## config.mk

```make
export PLATFORM = sky130hd
export DESIGN_NAME = zmbp_cmp
export DESIGN_NICKNAME = d
export VERILOG_FILES = /design/src/rtl/zmbp_pkg.sv /design/src/rtl/zmbp_cmp.sv
export SDC_FILE = /design/constraint.sdc
export NUM_CORES = 1
export LEC_CHECK = 0
export ABC_CLOCK_PERIOD_IN_PS = 5770
export BUFFER_PORTS_ARGS = -buffer_cell sky130_fd_sc_hd__buf_2
export CAP_MARGIN = 20
export CELL_PAD_IN_SITES_DETAIL_PLACEMENT = 1
export CELL_PAD_IN_SITES_GLOBAL_PLACEMENT = 1
export CORE_AREA = 2 2 76 96
export DETAILED_ROUTE_END_ITERATION = 10
export DIE_AREA = 0 0 78 98
export GPL_ROUTABILITY_DRIVEN = 0
export MAX_ROUTING_LAYER = met4
export PLACE_DENSITY = 0.74
export SYNTH_ARGS = -nofsm -noshare
export SYNTH_HDL_FRONTEND = slang
export SYNTH_SLANG_ARGS = --single-unit
```

## constraint.sdc

```tcl
create_clock -name vclk -period 5.77
set_input_delay 1.154 -clock vclk [all_inputs]
set_output_delay 1.154 -clock vclk [all_outputs]
set_load 0.05 [all_outputs]
```

## src/rtl/zmbp_pkg.sv

```systemverilog
// ----------------------------------------------------------------------------
// zmbp_pkg - zone map block pruner package
// Shared widths, codes, state type and comparator result type.
// ----------------------------------------------------------------------------
package zmbp_pkg;

	localparam int MAX_KEYS = 64;
	localparam int KEY_AW   = $clog2(MAX_KEYS);
	localparam int CNT_W    = $clog2(MAX_KEYS + 1);

	localparam int VAL_W      = 64;
	localparam int ACTION_W   = 2;
	localparam int KEY_IDX_W  = 6;
	localparam int ROWS_W     = 32;
	localparam int STRAT_W    = 3;
	localparam int KEY_CNT_W  = 7;
	localparam int CFG_IDX_W  = 3;
	localparam int CLASS_W    = 2;

	localparam logic [ACTION_W-1:0] ACT_LOAD  = 2'd0;
	localparam logic [ACTION_W-1:0] ACT_BLOCK = 2'd1;
	localparam logic [ACTION_W-1:0] ACT_POINT = 2'd2;

	localparam logic [STRAT_W-1:0] STRAT_LT = 3'd0;
	localparam logic [STRAT_W-1:0] STRAT_LE = 3'd1;
	localparam logic [STRAT_W-1:0] STRAT_EQ = 3'd2;
	localparam logic [STRAT_W-1:0] STRAT_GE = 3'd3;
	localparam logic [STRAT_W-1:0] STRAT_GT = 3'd4;

	localparam logic [CFG_IDX_W-1:0] REG_STRATEGY  = 3'd0;
	localparam logic [CFG_IDX_W-1:0] REG_ARGUMENT  = 3'd1;
	localparam logic [CFG_IDX_W-1:0] REG_ARG_NULL  = 3'd2;
	localparam logic [CFG_IDX_W-1:0] REG_ARRAY_EN  = 3'd3;
	localparam logic [CFG_IDX_W-1:0] REG_KEY_COUNT = 3'd4;

	localparam logic [CLASS_W-1:0] MC_NONE  = 2'd0;
	localparam logic [CLASS_W-1:0] MC_MAYBE = 2'd1;
	localparam logic [CLASS_W-1:0] MC_FULL  = 2'd2;

	typedef enum logic [3:0] {
		ST_IDLE,
		ST_SPLIT,
		ST_ARG_HI,
		ST_ARG_LO,
		ST_RNG_FIRST,
		ST_RNG_LAST,
		ST_RNG_ORDER,
		ST_RNG_HI,
		ST_RNG_LO,
		ST_BS_STEP,
		ST_BS_LAST
	} state_t;

	typedef struct packed {
		logic lt;
		logic eq;
	} cmp_res_t;

endpackage

```

## src/rtl/zmbp_cmp.sv

```systemverilog
// ----------------------------------------------------------------------------
// zmbp_cmp - shared signed comparator
// Signed 64-bit less-than and equality, shared by all the sequencer's compare steps.
// ----------------------------------------------------------------------------
module zmbp_cmp (
	input  logic signed [zmbp_pkg::VAL_W-1:0] a,
	input  logic signed [zmbp_pkg::VAL_W-1:0] b,
	output zmbp_pkg::cmp_res_t                res
);
	import zmbp_pkg::*;

	always_comb begin
		res.lt = a < b;
		res.eq = a == b;
	end

endmodule

```

# ---- After elaboration in Yosys (flattened, before gate mapping)
# Cells that the tools add are included.
dict set report totals {
  wordCells 2
  input_bits 128
  register_bits 0
  out_inout_bits 2
}
dict set report op_classes {
  order_cmp 1
  n_eq_ne 1
}
# cell n
set ops {}
lappend ops {{64-bit equality test} 1}
lappend ops {{64-bit less-than comparator} 1}

# ---- Logic depth before layout (Yosys ltp)
# Gate-level depths: netlist of the first run.
dict set report depth {
  ltp_word 1
  ltp_mapped 8
  mapped_depth_nobuf 8
}

# ---- Least setup slack after synthesis of the first run
# No wires, ideal clock.
dict set report synth_timing {
  path_kind {input -> output}
  startpoint {input b[63] in the netlist's numbering}
  endpoint {output res[0] in the netlist's numbering}
  setup_slack_ns 0.915
  cell_stages 7
  arrival_time_ns 3.701
  n_path_buf 0
  t_required_ns 4.616
  cell_sequence {inv_1 -> ha_1 -> nand4_1 -> nor4_1 -> and3_1 -> nand3_1 -> nor4_1}
}
# item line
set synth_rtl {}
lappend synth_rtl {{from (decl)} zmbp_cmp.sv:7} ;# input logic signed [zmbp_pkg::VAL_W-1:0] b,
lappend synth_rtl {{to (decl)} zmbp_cmp.sv:8} ;# output zmbp_pkg::cmp_res_t res

==> results of run 1 <==
## worst max-delay path: cells and delay by family
| kind | cells | cell delay [ns] |
|---|---|---|
| AOI/OAI and AO/OA | 5 | 1.16 |
| adders and majority gates | 1 | 0.34 |
| xor gates and xnor gates | 1 | 0.15 |
| buffers and inverters | 2 | 0.38 |
## through the flow
stage          power [W]  hold WS [ns]  std cells
3_3_place_gp    0.000153          2.87        452
2_1_floorplan  0.0000894          2.75        232
5_1_grt         0.000182          2.92        452
4_1_cts         0.000161          2.88        452
3_5_place_dp    0.000159          2.87        452
6_report        0.000156          2.88        452
## path summary, 6_finish.rpt
kind / end / start
worst min-delay path: res[1] / a[63]
worst max-delay path: res[1] / a[63]
## logic make-up (layout without fill, tap and decap cells)
group	after synthesis	count (layout)	synth area share
and+or+nand+nor	50	50	0.157
AOI/OAI and AO/OA	51	51	0.195
xor gates and xnor gates	1	1	0.00536
buffers and inverters	66	196	0.152
adders and majority gates	64	64	0.490
## power breakdown
| part | total (W) | internal [W] | switching [W] |
|---|---|---|---|
| registers | 0 | 0 | 0 |
| clock network | 0 | 0 | 0 |
| logic | 0.000156 | 0.0000788 | 0.0000772 |
## metal layers
| layer | vias to the layer above | share of wire |
|---|---|---|
| met4 | 0 | 0.0045 |
| li1 | 1071 | - |
| met2 | 78 | 0.55 |
| met5 | - | 0 |
| met1 | 928 | 0.38 |
| met3 | 2 | 0.069 |
## layout make-up
cell class / instances / area, sq um / area share
repair buffers: 130 / 651 / 0.272
inverters: 66 / 248 / 0.103
multi-input cells: 166 / 1390 / 0.578
well taps: 90 / 113 / 0.0470
## cells in the final DEF (no fill, tap or decap)
cell       netlist  final
inv_1           66     66
nand4_1         11     11
or4_1            1      1
o32ai_1          1      1
nand3_1          4      4
nor2b_1          1      1
o21ai_0         10     10
o221ai_1         1      1
o211ai_1         1      1
and3_2           1      1
nand2_1         18     18
a221oi_1         2      2
nor3_1           2      2
a221oi_2         2      2
a2111oi_0        1      1
and4_1           1      1
a21o_1           3      3
o21a_1           2      2
ha_1            64     64
and3_1           1      1
and4_2           1      1
o211a_1          1      1
xnor2_1          1      1
nor2_1           5      5
nand2b_1         1      1
a211oi_1         2      2
a21oi_1         25     25
nor4_1           3      3
buf_2            0    130
==> qor.csv, run 1 <==
metric,value,unit
status,"complete, no violations",
placementRows,34,
fmax,230,MHz
finalSetupTns,0,ns
worstPathArrival,3.18,ns
synth_area_per_cell,7.04,sq um
grt_pass1_vias,2271,
die_w,78,um
hold_class,in2out,
hpwl,4.99,mm
synth.area.top_cells,"ha_1 49%, inv_1 15%, a21oi_1 7.7%",
drt-vias-per-instance,4.60,
synth_top_area_cell,ha_1,
area_growth,46.7,%
yosysTopAreaCellShare,0.490,
endpoint_kind,primary output,
postCtsSetupBuffers,0,
yosysWarningCount,0,
die_h,98,um
cp.required,4.62,ns
grt_usage,0.137,
portBuffers,130,
grt_pass1_wl,8.83,mm
p_leak,1.54,nW
start_util,0.240,
crit_type,in2out,
ys_top_cells_by_count,"66 x inv_1, 64 x ha_1, 25 x a21oi_1, 18 x nand2_1, 11 x nand4_1",
pre_cts_ws,1.40,ns
seq_cell_count,0,
critPathMaxFanout,4,
grt_overflow,0,
antenna_found_initial,0,
fin_area,0.00240,sq mm
grt_use_met3,0.0111,
utilization,0.352,
use_met2,0.281,
regArea,0,sq um
setup_viol,0,
core,0.00681,sq mm
synth.cell_area,0.00163,sq mm
finalCriticalPeriod,4.34,ns
fin_ws,1.43,ns
vias,2079,
min_period_over_period,0.752,
cts_resized,0,
max_stage_delay,0.44,ns
worstMarginPinSlew,0.519,ns
post_drt_wl_per_cell,11.2,um
busiest_layer,met2,
synth_seq_area_share,0,
rsz0062_at_grt,false,
clockBufferCount,0,
routed_wl,5.08,mm
drc,0,
antenna_cells,0,
powerDensity,65.1,mW/mm^2
start_kind,primary input,
dr.pass1.iters,4,
io_pins,130,
yosysMostFrequentCell,inv_1,
die_area,0.00764,sq mm
synthesis.nets,424,
synth_cell_types,28,
maxCapViolCount,0,
cp_slowest_cell,a2111oi_0,
nNetsFinal,556,
slew_headroom,0.651,
ir_drop,0.0000492,V
worstPathCellList,buf_2 > ha_1 > a21oi_1 > o21ai_0 > a2111oi_0 > o32ai_1 > a221oi_2 > xnor2_1 > buf_2,
hold_depth,4,
grt_max_degree,5,
syn_inst,232,
ant_nets,0,
ctsHoldBuffers,0,
nFillCells,939,
hold_violations,0,
use_met1,0.146,
cpMostUsedCell,buf_2,
drive_gt1_frac,0.370,
drt_iter0_markers,7,
drv_slew,0,
place_area,0.00240,sq mm
No activity file was read; power rests on OpenSTA's default activity.
==> inputs of run 2 (changes only) <==
--- a/config.mk
+++ b/config.mk
@@ -5,14 +5,14 @@
 export SDC_FILE = /design/constraint.sdc
 export NUM_CORES = 1
 export LEC_CHECK = 0
-export ABC_CLOCK_PERIOD_IN_PS = 5770
+export ABC_CLOCK_PERIOD_IN_PS = 3700
 export BUFFER_PORTS_ARGS = -buffer_cell sky130_fd_sc_hd__buf_2
 export CAP_MARGIN = 20
 export CELL_PAD_IN_SITES_DETAIL_PLACEMENT = 1
 export CELL_PAD_IN_SITES_GLOBAL_PLACEMENT = 1
-export CORE_AREA = 2 2 76 96
+export CORE_AREA = 2 2 77 98
 export DETAILED_ROUTE_END_ITERATION = 10
-export DIE_AREA = 0 0 78 98
+export DIE_AREA = 0 0 79 100
 export GPL_ROUTABILITY_DRIVEN = 0
 export MAX_ROUTING_LAYER = met4
 export PLACE_DENSITY = 0.74
==> constraint.sdc (replaced) <==
create_clock -name vclk -period 3.7
set_input_delay 0.74 -clock vclk [all_inputs]
set_output_delay 0.74 -clock vclk [all_outputs]
set_load 0.05 [all_outputs]
==> run 2 against run 1 <==
Against the previous run: final area is 1.2% higher; via count is 1.2% lower; combinational power is 58% higher; hold slack worse by 0.80 ns; power is 58% higher; largest power group unchanged.
==> qor.csv, run 2 (synthesis results as in run 1) <==
metric,value,unit
drt_iter0_markers,7,
cp_slowest_cell,ha_1,
power_switching,0.000122,W
status,"complete, no violations",
crit_type,in2out,
drt-vias-per-instance,4.51,
area_growth,48.5,%
multi_input_area,0.00140,sq mm
cp.required,2.96,ns
worstMarginPinSlew,0.366,ns
critPathMaxFanout,3,
placementRows,35,
seq_cell_count,0,
grt_pass1_wl,8.72,mm
worstPathCellList,buf_2 > ha_1 > a21o_1 > a21o_1 > a221oi_2 > o221ai_1 > a221oi_2 > xnor2_1 > buf_2,
maxCapViolCount,0,
slew_headroom,0.754,
start_kind,primary input,
die_area,0.00790,sq mm
worstPathArrival,2.70,ns
final_common_cell,buf_2,
ctsHoldBuffers,0,
hold_violations,0,
drv_slew,0,
grt_usage,0.133,
ant_nets,0,
core,0.00709,sq mm
rsz0062_at_grt,false,
intPower,0.000124,W
nNetsFinal,557,
antenna_cells,0,
setup_viol,0,
nFillCells,983,
p_leak,1.55,nW
p_sw_frac,0.496,
finalCriticalPeriod,3.44,ns
die_h,100,um
drc,0,
drive_gt1_frac,0.380,
hold_ws,2.08,ns
hpwl,5.05,mm
start_util,0.230,
routed_wl,5.12,mm
post_drt_wl_per_cell,11.3,um
combPwrFrac,1.000,
powerDensity,102,mW/mm^2
grt_overflow,0,
endpoint_kind,primary output,
p_total,0.000246,W
clockBufferCount,0,
pre_cts_ws,0.0392,ns
min_period_over_period,0.930,
power_frac_clock,0,
grt_max_degree,5,
die_w,79,um
fmax,291,MHz
grt_pass1_vias,2224,
p_seq_frac,0,
final_cell_mix,"130 x buf_2, 66 x inv_1, 64 x ha_1",
regArea,0,sq um
io_pins,130,
portBuffers,130,
antenna_found_initial,0,
cts_resized,0,
fin_ws,0.258,ns
finalSetupTns,0,ns
max_stage_delay,0.32,ns
postCtsSetupBuffers,0,
dr.pass1.iters,4,
hold_class,in2out,
utilization,0.342,
ir_drop,0.0000304,V
vias,2054,
-- run 2: cell count changes in the layout (fill, tap and decap cells not counted) --
cell,delta
a2111oi_2,+1
nor4_2,+2
buf_4,+1
a2111oi_0,-1
nor4_1,-2
-- run 2: through the flow --
step,std cells,cell area [sq um]
after global placement,455,2410
after detailed placement,455,2410
after global routing,455,2420
after floorplan,232,1640
final,455,2420
after CTS,455,2410
-- run 2: final timing paths --
kind | start | to | slack (ns) | cells past startpoint
worst min-delay path | a[63] | res[1] | 2.08 | 4
worst max-delay path | a[21] | res[1] | 0.26 | 9
-- run 2: area by class of cell --
type / count / area share
Tap cell: 92 / 0.0475
Multi-Input combinational cell: 166 / 0.579
Inverter: 66 / 0.102
Timing Repair Buffer: 131 / 0.271
-- run 2: critical path: cells and delay by family --
kind | cells | cell delay [ns]
XOR/XNOR | 1 | 0.14
AO/OA/AOI/OAI | 5 | 1.10
buffers and inverters | 2 | 0.39
adder cells (fa/ha/maj) | 1 | 0.32
-- run 2: per-layer routing --
layer | up-vias | track usage | part of all wire
li1 | 1073 | - | -
met1 | 912 | 0.140 | 0.37
met2 | 69 | 0.283 | 0.57
met3 | 0 | 0.00540 | 0.061
met4 | 0 | 0 | 0
met5 | - | - | 0
-- run 2: power groups by stage --
stage	logic, W	clock network [W]	registers [W]
after floorplan	0.000140	0	0
after global placement	0.000241	0	0
after detailed placement	0.000250	0	0
after CTS	0.000252	0	0
after global routing	0.000290	0	0
final	0.000246	0	0
==> inputs of run 3 (changes only) <==
--- a/config.mk
+++ b/config.mk
@@ -5,17 +5,18 @@
 export SDC_FILE = /design/constraint.sdc
 export NUM_CORES = 1
 export LEC_CHECK = 0
+export ABC_AREA = 1
 export ABC_CLOCK_PERIOD_IN_PS = 3700
 export BUFFER_PORTS_ARGS = -buffer_cell sky130_fd_sc_hd__buf_2
 export CAP_MARGIN = 20
 export CELL_PAD_IN_SITES_DETAIL_PLACEMENT = 1
 export CELL_PAD_IN_SITES_GLOBAL_PLACEMENT = 1
-export CORE_AREA = 2 2 77 98
+export CORE_AREA = 2 2 79 100
 export DETAILED_ROUTE_END_ITERATION = 10
-export DIE_AREA = 0 0 79 100
+export DIE_AREA = 0 0 81 102
 export GPL_ROUTABILITY_DRIVEN = 0
 export MAX_ROUTING_LAYER = met4
-export PLACE_DENSITY = 0.74
+export PLACE_DENSITY = 0.75
 export SYNTH_ARGS = -nofsm -noshare
 export SYNTH_HDL_FRONTEND = slang
 export SYNTH_SLANG_ARGS = --single-unit
==> run 3 against run 2 <==
Against the previous run: critical path depth increased by 2; routed wire length increased by 4.1%; clock-buffer cell count is the same; utilization up 0.17 points; sequential share of layout area did not move; highest routed layer is now met4; power down 0.51%; first-iteration DRC count rose by 29%; flip-flop and latch count unchanged; synthesized cell count rose by 20%; synthesized area is 6.1% higher; setup slack improved by 0.40 ns; combinational power about the same.
==> qor.csv, run 3 <==
metric,value,unit
status,"complete, no violations",
synthesis.nets,470,
final_cell_mix,"130 x buf_2, 74 x inv_1, 65 x nand2_1",
antenna_found_initial,0,
use_met1,0.127,
drt_iter0_markers,9,
portBuffers,130,
antenna_cells,0,
grt_pass1_vias,2325,
busiest_layer,met2,
drt-vias-per-instance,4.33,
endpoint_kind,primary output,
drv_slew,0,
critPathMaxFanout,3,
nNetsFinal,602,
p_leak,1.69,nW
final_common_cell,buf_2,
placementRows,35,
drc,0,
clockBufferCount,0,
min_period_over_period,0.822,
synth_area_per_cell,6.23,sq um
synth_top_family_by_area,adder cells,
die_h,102,um
hold_violations,0,
worstHoldStart,a[63],
maxCapViolCount,0,
post_drt_wl_per_cell,10.7,um
rsz0062_at_grt,false,
synth_top_area_cell,ha_1,
yosysMostFrequentCell,inv_1,
yosysTopAreaCellShare,0.462,
ys_top_cells_by_count,"74 x inv_1, 65 x nand2_1, 64 x ha_1, 28 x a21oi_1, 16 x nor2_1",
regArea,0,sq um
stdcell_count,500,
start_util,0.238,
seq_cell_count,0,
powerDensity,98.1,mW/mm^2
ctsHoldBuffers,0,
synth_cell_types,19,
synth_simple_gate_area_frac,0.246,
slew_headroom,0.811,
grt_overflow,0,
synth.area.top_cells,"ha_1 46%, inv_1 16%, nand2_1 14%",
synthAdderAreaFrac,0.462,
cts_resized,0,
grt_usage,0.132,
drive_gt1_frac,0.341,
crit_type,in2out,
synthXorXnorAreaFrac,0,
ant_nets,0,
postCtsSetupBuffers,0,
dpl.cell_count,500,
worstMarginPinSlew,0.282,ns
setup_viol,0,
finalSetupTns,0,ns
place_area,0.00250,sq mm
routed_wl,5.33,mm
startpoint,a[55],
hold_class,in2out,
yosys-mux-area-fraction,0,
io_pins,130,
worstPathArrival,2.30,ns
use_met2,0.282,
grt_max_degree,6,
die_area,0.00826,sq mm
grt_pass1_wl,8.88,mm
syn_inst,278,
area_growth,44.2,%
dr.pass1.iters,2,
synth-compound-area-share,0.126,
core,0.00727,sq mm
finalCriticalPeriod,3.04,ns
synth.cell_area,0.00173,sq mm
synth_seq_area_share,0,
ir_drop,0.0000334,V
fin_area,0.00250,sq mm
vias,2163,
hpwl,5.27,mm
yosysWarningCount,0,
fmax,329,MHz
die_w,81,um
cp.required,2.96,ns
start_kind,primary input,
grt_use_met3,0.00795,
[run 3: changes by cell type after synthesis, sizes merged, moves of 3 or more]
| cell | change |
|---|---|
| nand2 | +48 |
| nor3 | +3 |
| o21ai | -5 |
| a221oi | -4 |
| inv | +10 |
| nor2 | +11 |
| a21oi | +4 |
| nand4 | -5 |
[run 3: path summary, 6_finish.rpt]
kind                     end  depth (start not counted)  slack (ns)
worst max-delay path  res[1]                         11        0.66
worst min-delay path  res[1]                          6        2.15
[run 3: metrics by stage]
step / hold slack (ns) / utilization / worst slack, ns / power, W
after detailed placement: 2.16 / 0.344 / 0.633 / 0.000251
after CTS: 2.17 / 0.344 / 0.623 / 0.000252
final: 2.15 / 0.344 / 0.658 / 0.000245
after global routing: 2.22 / 0.344 / 0.472 / 0.000289
after global placement: 2.13 / 0.344 / 0.688 / 0.000238
after floorplan: 2.02 / - / 0.386 / 0.000143
[run 3: cells by family (layout without fill, tap and decap cells)]
family,count (synthesis),after routing
AOI/OAI and AO/OA,40,40
adders and majority gates,64,64
buffers and inverters,76,206
and+or+nand+nor,98,98
[run 3: area by class of cell]
type,count,area [sq um]
Fill cell,1021,4770
Inverter,76,285
Multi-Input combinational cell,202,1450
Tap cell,92,115
Timing Repair Buffer,130,651
[run 3: power by group]
part | internal, W | switching [W]
Combinational | 0.000121 | 0.000124
Sequential | 0 | 0
Clock | 0 | 0
Total | 0.000121 | 0.000124
[run 3: routing by layer]
layer / up-vias / share of wire
li1: 1148 / -
met1: 938 / 0.36
met2: 71 / 0.57
met3: 6 / 0.063
met4: 0 / 0.014
met5: - / 0
[run 3: worst max-delay path: stages]
cell,delay [ns]
buf_2,0.10
ha_1,0.29
nand2_2,0.08
nor4_2,0.33
nand2_1,0.15
nor2_1,0.11
nand2_1,0.08
nand2_1,0.06
nand2_1,0.05
nand2_1,0.05
buf_2,0.26
